[config.mk]
export PLATFORM = sky130hd
export DESIGN_NAME = rainbow_hsv_to_rgb_top
export DESIGN_NICKNAME = d
export VERILOG_FILES = /design/src/rtl/rhr_pkg.sv /design/src/rtl/rhr_hue_stage.sv /design/src/rtl/rainbow_hsv_to_rgb_top.sv
export SDC_FILE = /design/constraint.sdc
export NUM_CORES = 1
export LEC_CHECK = 0
export ABC_CLOCK_PERIOD_IN_PS = 6000
export BUFFER_PORTS_ARGS = -buffer_cell sky130_fd_sc_hd__buf_2
export CAP_MARGIN = 10
export CORE_AREA = 2 2 185 187
export CTS_CLUSTER_DIAMETER = 80
export DETAILED_ROUTE_END_ITERATION = 10
export DIE_AREA = 0 0 187 189
export SLEW_MARGIN = 20
export SYNTH_ARGS = -nofsm -noshare
export SYNTH_HDL_FRONTEND = slang
export SYNTH_HIERARCHICAL = 1
export SYNTH_SLANG_ARGS = --single-unit
[constraint.sdc]
create_clock -name clk -period 6 [get_ports clk]
set_input_delay 0.6 -clock clk [delete_from_list [all_inputs] [get_ports clk]]
set_output_delay 0.6 -clock clk [all_outputs]
set_load 0.01 [all_outputs]
[src/rtl/rhr_pkg.sv]
// Shared types and constants for the rainbow HSV-to-RGB pixel pipeline.
// No dependencies; used by rhr_hue_stage and rainbow_hsv_to_rgb_top.
`timescale 1ns / 1ps
`default_nettype none

package rhr_pkg;

    localparam int unsigned CHAN_W       = 8;
    localparam int unsigned CFG_INDEX_W  = 2;

    localparam logic [CFG_INDEX_W-1:0] CFG_SATURATION = 2'd0;
    localparam logic [CFG_INDEX_W-1:0] CFG_BRIGHTNESS = 2'd1;

    localparam logic [CHAN_W-1:0] SATURATION_RESET = 8'd255;
    localparam logic [CHAN_W-1:0] BRIGHTNESS_RESET = 8'd120;
    localparam logic [CHAN_W-1:0] CHAN_MAX         = 8'd255;

    // Hue circle is split into six regions; all but the last span this many units.
    localparam logic [CHAN_W-1:0] REGION_SPAN = 8'd43;
    localparam logic [2:0]        FRAC_SCALE  = 3'd6;

    typedef enum logic [2:0] {
        REGION_RED_YELLOW   = 3'd0,
        REGION_YELLOW_GREEN = 3'd1,
        REGION_GREEN_CYAN   = 3'd2,
        REGION_CYAN_BLUE    = 3'd3,
        REGION_BLUE_MAGENTA = 3'd4,
        REGION_MAGENTA_RED  = 3'd5
    } region_t;

    typedef struct packed {
        region_t           region;
        logic [CHAN_W-1:0] frac;
    } hue_info_t;

endpackage

`default_nettype wire

[src/rtl/rhr_hue_stage.sv]
// Two-stage hue front end: per-LED hue offset, then hue region and scaled remainder.
// Depends on rhr_pkg.
`timescale 1ns / 1ps
`default_nettype none

module rhr_hue_stage #(
    parameter int unsigned STRIP_LEN = 16
) (
    input  wire logic                      clk,
    input  wire logic                      rst_n,
    input  wire logic                      in_valid,
    output logic                           in_ready,
    input  wire logic [rhr_pkg::CHAN_W-1:0] step,
    input  wire logic [rhr_pkg::CHAN_W-1:0] led_index,
    output logic                           hue_valid,
    input  wire logic                      hue_ready,
    output rhr_pkg::hue_info_t             hue_info
);

    // offset = floor(led_index * 256 / STRIP_LEN) is computed as
    // (led_index * ceil(2^24 / STRIP_LEN)) >> 16, exact for all 8-bit indexes.
    localparam int unsigned MULT_W = 25;
    localparam logic [MULT_W-1:0] HUE_MULT =
        MULT_W'(((64'd1 << 24) + 64'(STRIP_LEN) - 64'd1) / 64'(STRIP_LEN));
    localparam int unsigned PROD_W = MULT_W + rhr_pkg::CHAN_W;

    logic [PROD_W-1:0]          offset_prod;
    logic [rhr_pkg::CHAN_W-1:0] hue;
    logic [rhr_pkg::CHAN_W-1:0] region_base;
    logic [rhr_pkg::CHAN_W-1:0] frac_next;
    rhr_pkg::region_t           region_next;

    logic                       s1_valid_reg;
    logic [rhr_pkg::CHAN_W-1:0] s1_offset_reg;
    logic [rhr_pkg::CHAN_W-1:0] s1_step_reg;
    logic                       s2_valid_reg;
    rhr_pkg::hue_info_t         s2_info_reg;
    logic                       adv1;
    logic                       adv2;

    assign adv2     = hue_ready || !s2_valid_reg;
    assign adv1     = adv2 || !s1_valid_reg;
    assign in_ready = adv1;

    assign offset_prod = PROD_W'(led_index) * PROD_W'(HUE_MULT);

    always_comb
    begin
        hue = s1_step_reg + s1_offset_reg;
        if (hue < 8'd43)
        begin
            region_next = rhr_pkg::REGION_RED_YELLOW;
            region_base = 8'd0;
        end
        else if (hue < 8'd86)
        begin
            region_next = rhr_pkg::REGION_YELLOW_GREEN;
            region_base = rhr_pkg::REGION_SPAN;
        end
        else if (hue < 8'd129)
        begin
            region_next = rhr_pkg::REGION_GREEN_CYAN;
            region_base = 8'd86;
        end
        else if (hue < 8'd172)
        begin
            region_next = rhr_pkg::REGION_CYAN_BLUE;
            region_base = 8'd129;
        end
        else if (hue < 8'd215)
        begin
            region_next = rhr_pkg::REGION_BLUE_MAGENTA;
            region_base = 8'd172;
        end
        else
        begin
            region_next = rhr_pkg::REGION_MAGENTA_RED;
            region_base = 8'd215;
        end
        // Remainder is at most 42, so the scaled value stays below 256.
        frac_next = 8'((hue - region_base) * 8'(rhr_pkg::FRAC_SCALE));
    end

    always_ff @(posedge clk or negedge rst_n)
    begin
        if (!rst_n)
        begin
            s1_valid_reg <= 1'b0;
            s2_valid_reg <= 1'b0;
        end
        else
        begin
            if (adv1)
            begin
                s1_valid_reg <= in_valid;
            end
            if (adv2)
            begin
                s2_valid_reg <= s1_valid_reg;
            end
        end
    end

    always_ff @(posedge clk)
    begin
        if (adv1)
        begin
            s1_offset_reg <= offset_prod[23:16];
            s1_step_reg   <= step;
        end
        if (adv2)
        begin
            s2_info_reg.region <= region_next;
            s2_info_reg.frac   <= frac_next;
        end
    end

    assign hue_valid = s2_valid_reg;
    assign hue_info  = s2_info_reg;

endmodule

`default_nettype wire

[src/rtl/rainbow_hsv_to_rgb_top.sv]
// Top level of the rainbow pixel generator: configuration registers and the color stages.
// Depends on rhr_pkg and rhr_hue_stage.
`timescale 1ns / 1ps
`default_nettype none

// Rainbow pixel generator. Each input transaction carries an animation step and an
// LED index; the block forms hue = step + led_index * 256 / STRIP_LEN (mod 256) and
// converts it, with the configured saturation and brightness, to 8-bit green, red and
// blue. The work is a five-stage pipeline (hue offset multiply, hue region, saturation
// products, brightness products, channel select), and one transaction is accepted every
// cycle while the output side keeps up. A stall on the output holds each stage in
// place; no transaction is lost.
// Saturation (index 0, reset 255) and brightness (index 1, reset 120) are written
// through the configuration channel; the user must write them only while no
// transaction is in flight, as the block does not enforce this. Other indexes are ignored.
module rainbow_hsv_to_rgb_top #(
    parameter int unsigned STRIP_LEN = 16
) (
    input  wire logic                           clk,
    input  wire logic                           rst_n,
    input  wire logic                           in_valid,
    output logic                                in_ready,
    input  wire logic [rhr_pkg::CHAN_W-1:0]      step,
    input  wire logic [rhr_pkg::CHAN_W-1:0]      led_index,
    output logic                                out_valid,
    input  wire logic                           out_ready,
    output logic [rhr_pkg::CHAN_W-1:0]           green,
    output logic [rhr_pkg::CHAN_W-1:0]           red,
    output logic [rhr_pkg::CHAN_W-1:0]           blue,
    input  wire logic                           cfg_valid,
    output logic                                cfg_ready,
    input  wire logic [rhr_pkg::CFG_INDEX_W-1:0] cfg_index,
    input  wire logic [rhr_pkg::CHAN_W-1:0]      cfg_data
);

    localparam int unsigned PROD_W = 2 * rhr_pkg::CHAN_W;

    logic [rhr_pkg::CHAN_W-1:0] saturation_reg;
    logic [rhr_pkg::CHAN_W-1:0] brightness_reg;

    logic                       hue_valid;
    logic                       hue_ready;
    rhr_pkg::hue_info_t         hue_info;

    // Stage 3: saturation terms.
    logic                       s3_valid_reg;
    rhr_pkg::region_t           s3_region_reg;
    logic [rhr_pkg::CHAN_W-1:0] s3_pterm_reg;
    logic [rhr_pkg::CHAN_W-1:0] s3_qterm_reg;
    logic [rhr_pkg::CHAN_W-1:0] s3_tterm_reg;
    // Stage 4: p, q, t.
    logic                       s4_valid_reg;
    rhr_pkg::region_t           s4_region_reg;
    logic [rhr_pkg::CHAN_W-1:0] s4_p_reg;
    logic [rhr_pkg::CHAN_W-1:0] s4_q_reg;
    logic [rhr_pkg::CHAN_W-1:0] s4_t_reg;
    // Stage 5: output register.
    logic                       s5_valid_reg;
    logic [rhr_pkg::CHAN_W-1:0] green_reg;
    logic [rhr_pkg::CHAN_W-1:0] red_reg;
    logic [rhr_pkg::CHAN_W-1:0] blue_reg;

    logic                       adv3;
    logic                       adv4;
    logic                       adv5;

    logic [PROD_W-1:0]          sq_prod;
    logic [PROD_W-1:0]          st_prod;
    logic [PROD_W-1:0]          vp_prod;
    logic [PROD_W-1:0]          vq_prod;
    logic [PROD_W-1:0]          vt_prod;
    logic [rhr_pkg::CHAN_W-1:0] green_next;
    logic [rhr_pkg::CHAN_W-1:0] red_next;
    logic [rhr_pkg::CHAN_W-1:0] blue_next;

    rhr_hue_stage #(
        .STRIP_LEN (STRIP_LEN)
    ) u_hue_stage (
        .clk       (clk),
        .rst_n     (rst_n),
        .in_valid  (in_valid),
        .in_ready  (in_ready),
        .step      (step),
        .led_index (led_index),
        .hue_valid (hue_valid),
        .hue_ready (hue_ready),
        .hue_info  (hue_info)
    );

    assign cfg_ready = 1'b1;

    always_ff @(posedge clk or negedge rst_n)
    begin
        if (!rst_n)
        begin
            saturation_reg <= rhr_pkg::SATURATION_RESET;
            brightness_reg <= rhr_pkg::BRIGHTNESS_RESET;
        end
        else if (cfg_valid)
        begin
            unique case (cfg_index)
                rhr_pkg::CFG_SATURATION: saturation_reg <= cfg_data;
                rhr_pkg::CFG_BRIGHTNESS: brightness_reg <= cfg_data;
                default: ;
            endcase
        end
    end

    assign adv5      = out_ready || !s5_valid_reg;
    assign adv4      = adv5 || !s4_valid_reg;
    assign adv3      = adv4 || !s3_valid_reg;
    assign hue_ready = adv3;

    assign sq_prod = PROD_W'(saturation_reg) * PROD_W'(hue_info.frac);
    assign st_prod = PROD_W'(saturation_reg) * PROD_W'(rhr_pkg::CHAN_MAX - hue_info.frac);
    assign vp_prod = PROD_W'(brightness_reg) * PROD_W'(s3_pterm_reg);
    assign vq_prod = PROD_W'(brightness_reg) * PROD_W'(s3_qterm_reg);
    assign vt_prod = PROD_W'(brightness_reg) * PROD_W'(s3_tterm_reg);

    always_comb
    begin
        if (saturation_reg == '0)
        begin
            green_next = brightness_reg;
            red_next   = brightness_reg;
            blue_next  = brightness_reg;
        end
        else
        begin
            unique case (s4_region_reg)
                rhr_pkg::REGION_RED_YELLOW:
                begin
                    red_next   = brightness_reg;
                    green_next = s4_t_reg;
                    blue_next  = s4_p_reg;
                end
                rhr_pkg::REGION_YELLOW_GREEN:
                begin
                    red_next   = s4_q_reg;
                    green_next = brightness_reg;
                    blue_next  = s4_p_reg;
                end
                rhr_pkg::REGION_GREEN_CYAN:
                begin
                    red_next   = s4_p_reg;
                    green_next = brightness_reg;
                    blue_next  = s4_t_reg;
                end
                rhr_pkg::REGION_CYAN_BLUE:
                begin
                    red_next   = s4_p_reg;
                    green_next = s4_q_reg;
                    blue_next  = brightness_reg;
                end
                rhr_pkg::REGION_BLUE_MAGENTA:
                begin
                    red_next   = s4_t_reg;
                    green_next = s4_p_reg;
                    blue_next  = brightness_reg;
                end
                default:
                begin
                    red_next   = brightness_reg;
                    green_next = s4_p_reg;
                    blue_next  = s4_q_reg;
                end
            endcase
        end
    end

    always_ff @(posedge clk or negedge rst_n)
    begin
        if (!rst_n)
        begin
            s3_valid_reg <= 1'b0;
            s4_valid_reg <= 1'b0;
            s5_valid_reg <= 1'b0;
        end
        else
        begin
            if (adv3)
            begin
                s3_valid_reg <= hue_valid;
            end
            if (adv4)
            begin
                s4_valid_reg <= s3_valid_reg;
            end
            if (adv5)
            begin
                s5_valid_reg <= s4_valid_reg;
            end
        end
    end

    always_ff @(posedge clk)
    begin
        if (adv3)
        begin
            s3_region_reg <= hue_info.region;
            s3_pterm_reg  <= rhr_pkg::CHAN_MAX - saturation_reg;
            s3_qterm_reg  <= rhr_pkg::CHAN_MAX - sq_prod[15:8];
            s3_tterm_reg  <= rhr_pkg::CHAN_MAX - st_prod[15:8];
        end
        if (adv4)
        begin
            s4_region_reg <= s3_region_reg;
            s4_p_reg      <= vp_prod[15:8];
            s4_q_reg      <= vq_prod[15:8];
            s4_t_reg      <= vt_prod[15:8];
        end
        if (adv5)
        begin
            green_reg <= green_next;
            red_reg   <= red_next;
            blue_reg  <= blue_next;
        end
    end

    assign out_valid = s5_valid_reg;
    assign green     = green_reg;
    assign red       = red_reg;
    assign blue      = blue_reg;

endmodule

`default_nettype wire

==> out/metrics.yaml <==
critPathMaxFanout: 16
die_w_um: 187
finalHoldViolCount: 0
final_nets: 1915
worst_path_max_delay_cell: "edfxtp_1"
cpLargestDelayFamily: "adder cells"
die-area_um2: 35340
syn-num-nets: 1883
rsz0062_at_grt: "no"
core_area_um2: 33280
r2r_setup_slack_ns: 0.82
synthFlopType: "edfxtp_1"
max_freq_mhz: 193.2
syn_inst: 1493
fin_ws_ns: 0.8243
cap_violations: 0
skew_ns: 0.01643
synth_edf_count: 100
yosysUniqueCellTypes: 64
clk_pin_slew_worst_paths_ns: 0.06
endpoint: "s3_qterm_reg[7]$_DFFE_PP_"
htreeDepth: 4
synth-seq-cells: 121
wirelength_mm: 32.24
fin_setup_tns_ns: 0
first_global_vias: 10728
start_kind: "register"
core.rowCount: 67
synthesis.area_um2: 14810
nFillCells: 3128
cts.hold.buffers_added: 0
clk_latency_ns: 0.42
viasPerCell: 5.185
drc: 0
end_kind: "register"
setup_viol: 0
clockBufferDepth: 2
track_usage_pct: 19.32
largest_reg_flops: 10
outcome: "finished, final reports clean"
place_ws_ns: 0.8194
crit_start: "u_hue_stage/hue_info[4]$_DFFE_PP_"
start_util_pct: 44.49
cts.sinks: 121
avgSynthCellArea_um2: 9.918
arrival_ns: 5.34
critical_path.most_common_cell: "fa_1"
portBuffers: 52
r2r_start: "u_hue_stage/hue_info[4]$_DFFE_PP_"
final_layout_size_suffix_gt1_share_pct: 8.583
max-slew-margin-rel_pct: 34.16
worstMarginPinSlew_ns: 0.9876
stdcell_count: 1986
cts_root_buf: "clkbuf_16"
min_period_over_period_pct: 86.26
ioPinCount: 58
dp_cells: 1954
grt_max_degree: 31
cp_num_cells: 15
ant_nets: 0
seq_area_frac_synth_pct: 23.93
drt_iter0_markers: 619
vias: 10297
syn2layout_area_growth_pct: 8.728
wl_per_cell_um: 16.24
synthTopCellsByArea: "fa_1 24%, edfxtp_1 20%, ha_1 15%"
min_path_type: "input pin to asynchronous set/reset pin"
n_antenna_cell: 0
holdWs_ns: 0.1556
r2r-end: "s3_qterm_reg[7]$_DFFE_PP_"
yosysWarnings: 6
path_buf_inv: 3
place_hpwl_mm: 25.46
cpPeakStageDelay_ns: 0.74
cts_tree: "yes"
dieHeight_um: 189
firstDrtPassIters: 5
synth.top_cell.area_share_pct: 24.20
period_needed_ns: 5.176
post_cts_buffers: 0
cp_cell_sequence: "nand2_1 > fa_1 > fa_1 > inv_1 > fa_1 > inv_1 > fa_1 > inv_1 > ha_1 > a221oi_1 > o21ai_1 > a221oi_1 > o21ai_1 > a21oi_1 > xnor2_1"
critical_path_class: "register to register"
synth_top_cell_by_area: "fa_1"
numCtsBuffers: 17
ctsResizeCount: 0
gp_congestion: 0.9358
synth-async-reset-ratio_pct: 17.36
antenna_found_initial: 0
drv_slew: 0
critPathRequiredTime_ns: 6.17
r2r_cells: 15
grt_pass1_wl_mm: 54.81
grt_overflow: 0
[cell usage in the layout, fill, tap and decap left out, types with 5 or more instances in the layout]
master     synthesis  layout
inv_1            219     219
and2_1           201     201
ha_1             180     180
fa_1             179     179
nor2_1           100     100
edfxtp_1         100     100
nand2_1           75      75
a21oi_1           74      74
buf_2              0      52
xnor2_1           33      33
nand2b_1          32      31
o22ai_1           28      28
o21ai_0           20      20
xor2_1            19      19
clkbuf_16          0      19
nor3_1            17      17
buf_4              2      16
nand3_1           13      13
dfstp_2           12      12
o21ai_1            9       9
a21o_1             9       9
a22oi_1            9       9
dfrtp_1            9       9
mux2_2             8       8
o21bai_1           7       7
nor2b_1            7       7
o22a_1             7       7
nand4_1            6       6
and3_1             5       5
clkinv_2           0       5
[through the flow]
stage,utilization (%),cell area (um^2)
after floorplan,-,14810
final,48.38,16100
after detailed placement,46.68,15530
after global routing,48.38,16100
after CTS,48.37,16100
after global placement,46.68,15530
[cell type report]
| class | count | area (um^2) | share of cell area (%) |
|---|---|---|---|
| multi-input cells | 1094 | 10220 | 63.45 |
| clock buffers | 22 | 496.7 | 3.085 |
| inverters | 223 | 837.1 | 5.199 |
| clock inverters | 10 | 66.31 | 0.4119 |
| well taps | 448 | 560.5 | 3.482 |
| repair buffers | 68 | 380.4 | 2.362 |
| flip-flops and latches | 121 | 3543 | 22.01 |
[cell usage after synthesis (5+ instances only)]
master and number:
a21o_1 9, a21oi_1 74, a22oi_1 9, and2_1 201
and3_1 5, clkbuf_1 51, dfrtp_1 9, dfstp_2 12
edfxtp_1 100, fa_1 179, ha_1 180, inv_1 219
mux2_2 8, nand2_1 75, nand2b_1 32, nand3_1 13
nand4_1 6, nor2_1 100, nor2b_1 7, nor3_1 17
o21ai_0 20, o21ai_1 9, o21bai_1 7, o22a_1 7
o22ai_1 28, xnor2_1 33, xor2_1 19
[cells by family (layout without fill, tap and decap cells)]
family / Yosys count / after routing / synth area share, %
AOI/OAI and AO/OA: 192 / 192 / 8.255
xor gates and xnor gates: 54 / 54 / 3.338
adders and majority gates: 359 / 359 / 39.41
buffers and inverters: 278 / 323 / 7.098
DFF: 121 / 121 / 23.93
muxes: 10 / 10 / 0.7774
other: 2 / 2 / 0.05072
and+or+nand+nor: 477 / 477 / 17.14
[routing by layer]
| metal | track usage (%) | part of all wire, % | up-vias |
|---|---|---|---|
| met3 | 2.410 | 3.1 | 40 |
| met1 | 26.37 | 47 | 5109 |
| met5 | 0 | 0 | - |
| met2 | 32.89 | 48 | 206 |
| met4 | 4.609 | 1.7 | 0 |
| li1 | - | - | 4942 |
[worst reg2reg max path: cells and delay by family (launching register included)]
| family | cells | cell delay [ns] |
|---|---|---|
| adders and majority gates | 5 | 2.39 |
| AOI/OAI and AO/OA | 5 | 1.36 |
| DFF | 1 | 0.74 |
| and+or+nand+nor | 1 | 0.19 |
| buffers and inverters | 3 | 0.16 |
| xor gates and xnor gates | 1 | 0.07 |
[how the worst min path moves through the flow]
stage                                                      from                             to  slack (ns)
after floorplan                                           rst_n  brightness_reg[0]$_DFFE_PN0P_        0.30
after detailed placement  u_hue_stage/hue_info[9]$_SDFFCE_PP0P_     s3_region_reg[1]$_DFFE_PP_        0.41
after global placement    u_hue_stage/hue_info[9]$_SDFFCE_PP0P_     s3_region_reg[1]$_DFFE_PP_        0.40
after CTS                                                 rst_n          out_valid$_DFFE_PN0P_        0.16
after global routing                                      rst_n       s4_valid_reg$_DFFE_PN0P_        0.17
final                                                     rst_n       s4_valid_reg$_DFFE_PN0P_        0.16
Power is not shown: default switching activity piles up to over one toggle a cycle in this logic, so the estimate is an artifact.
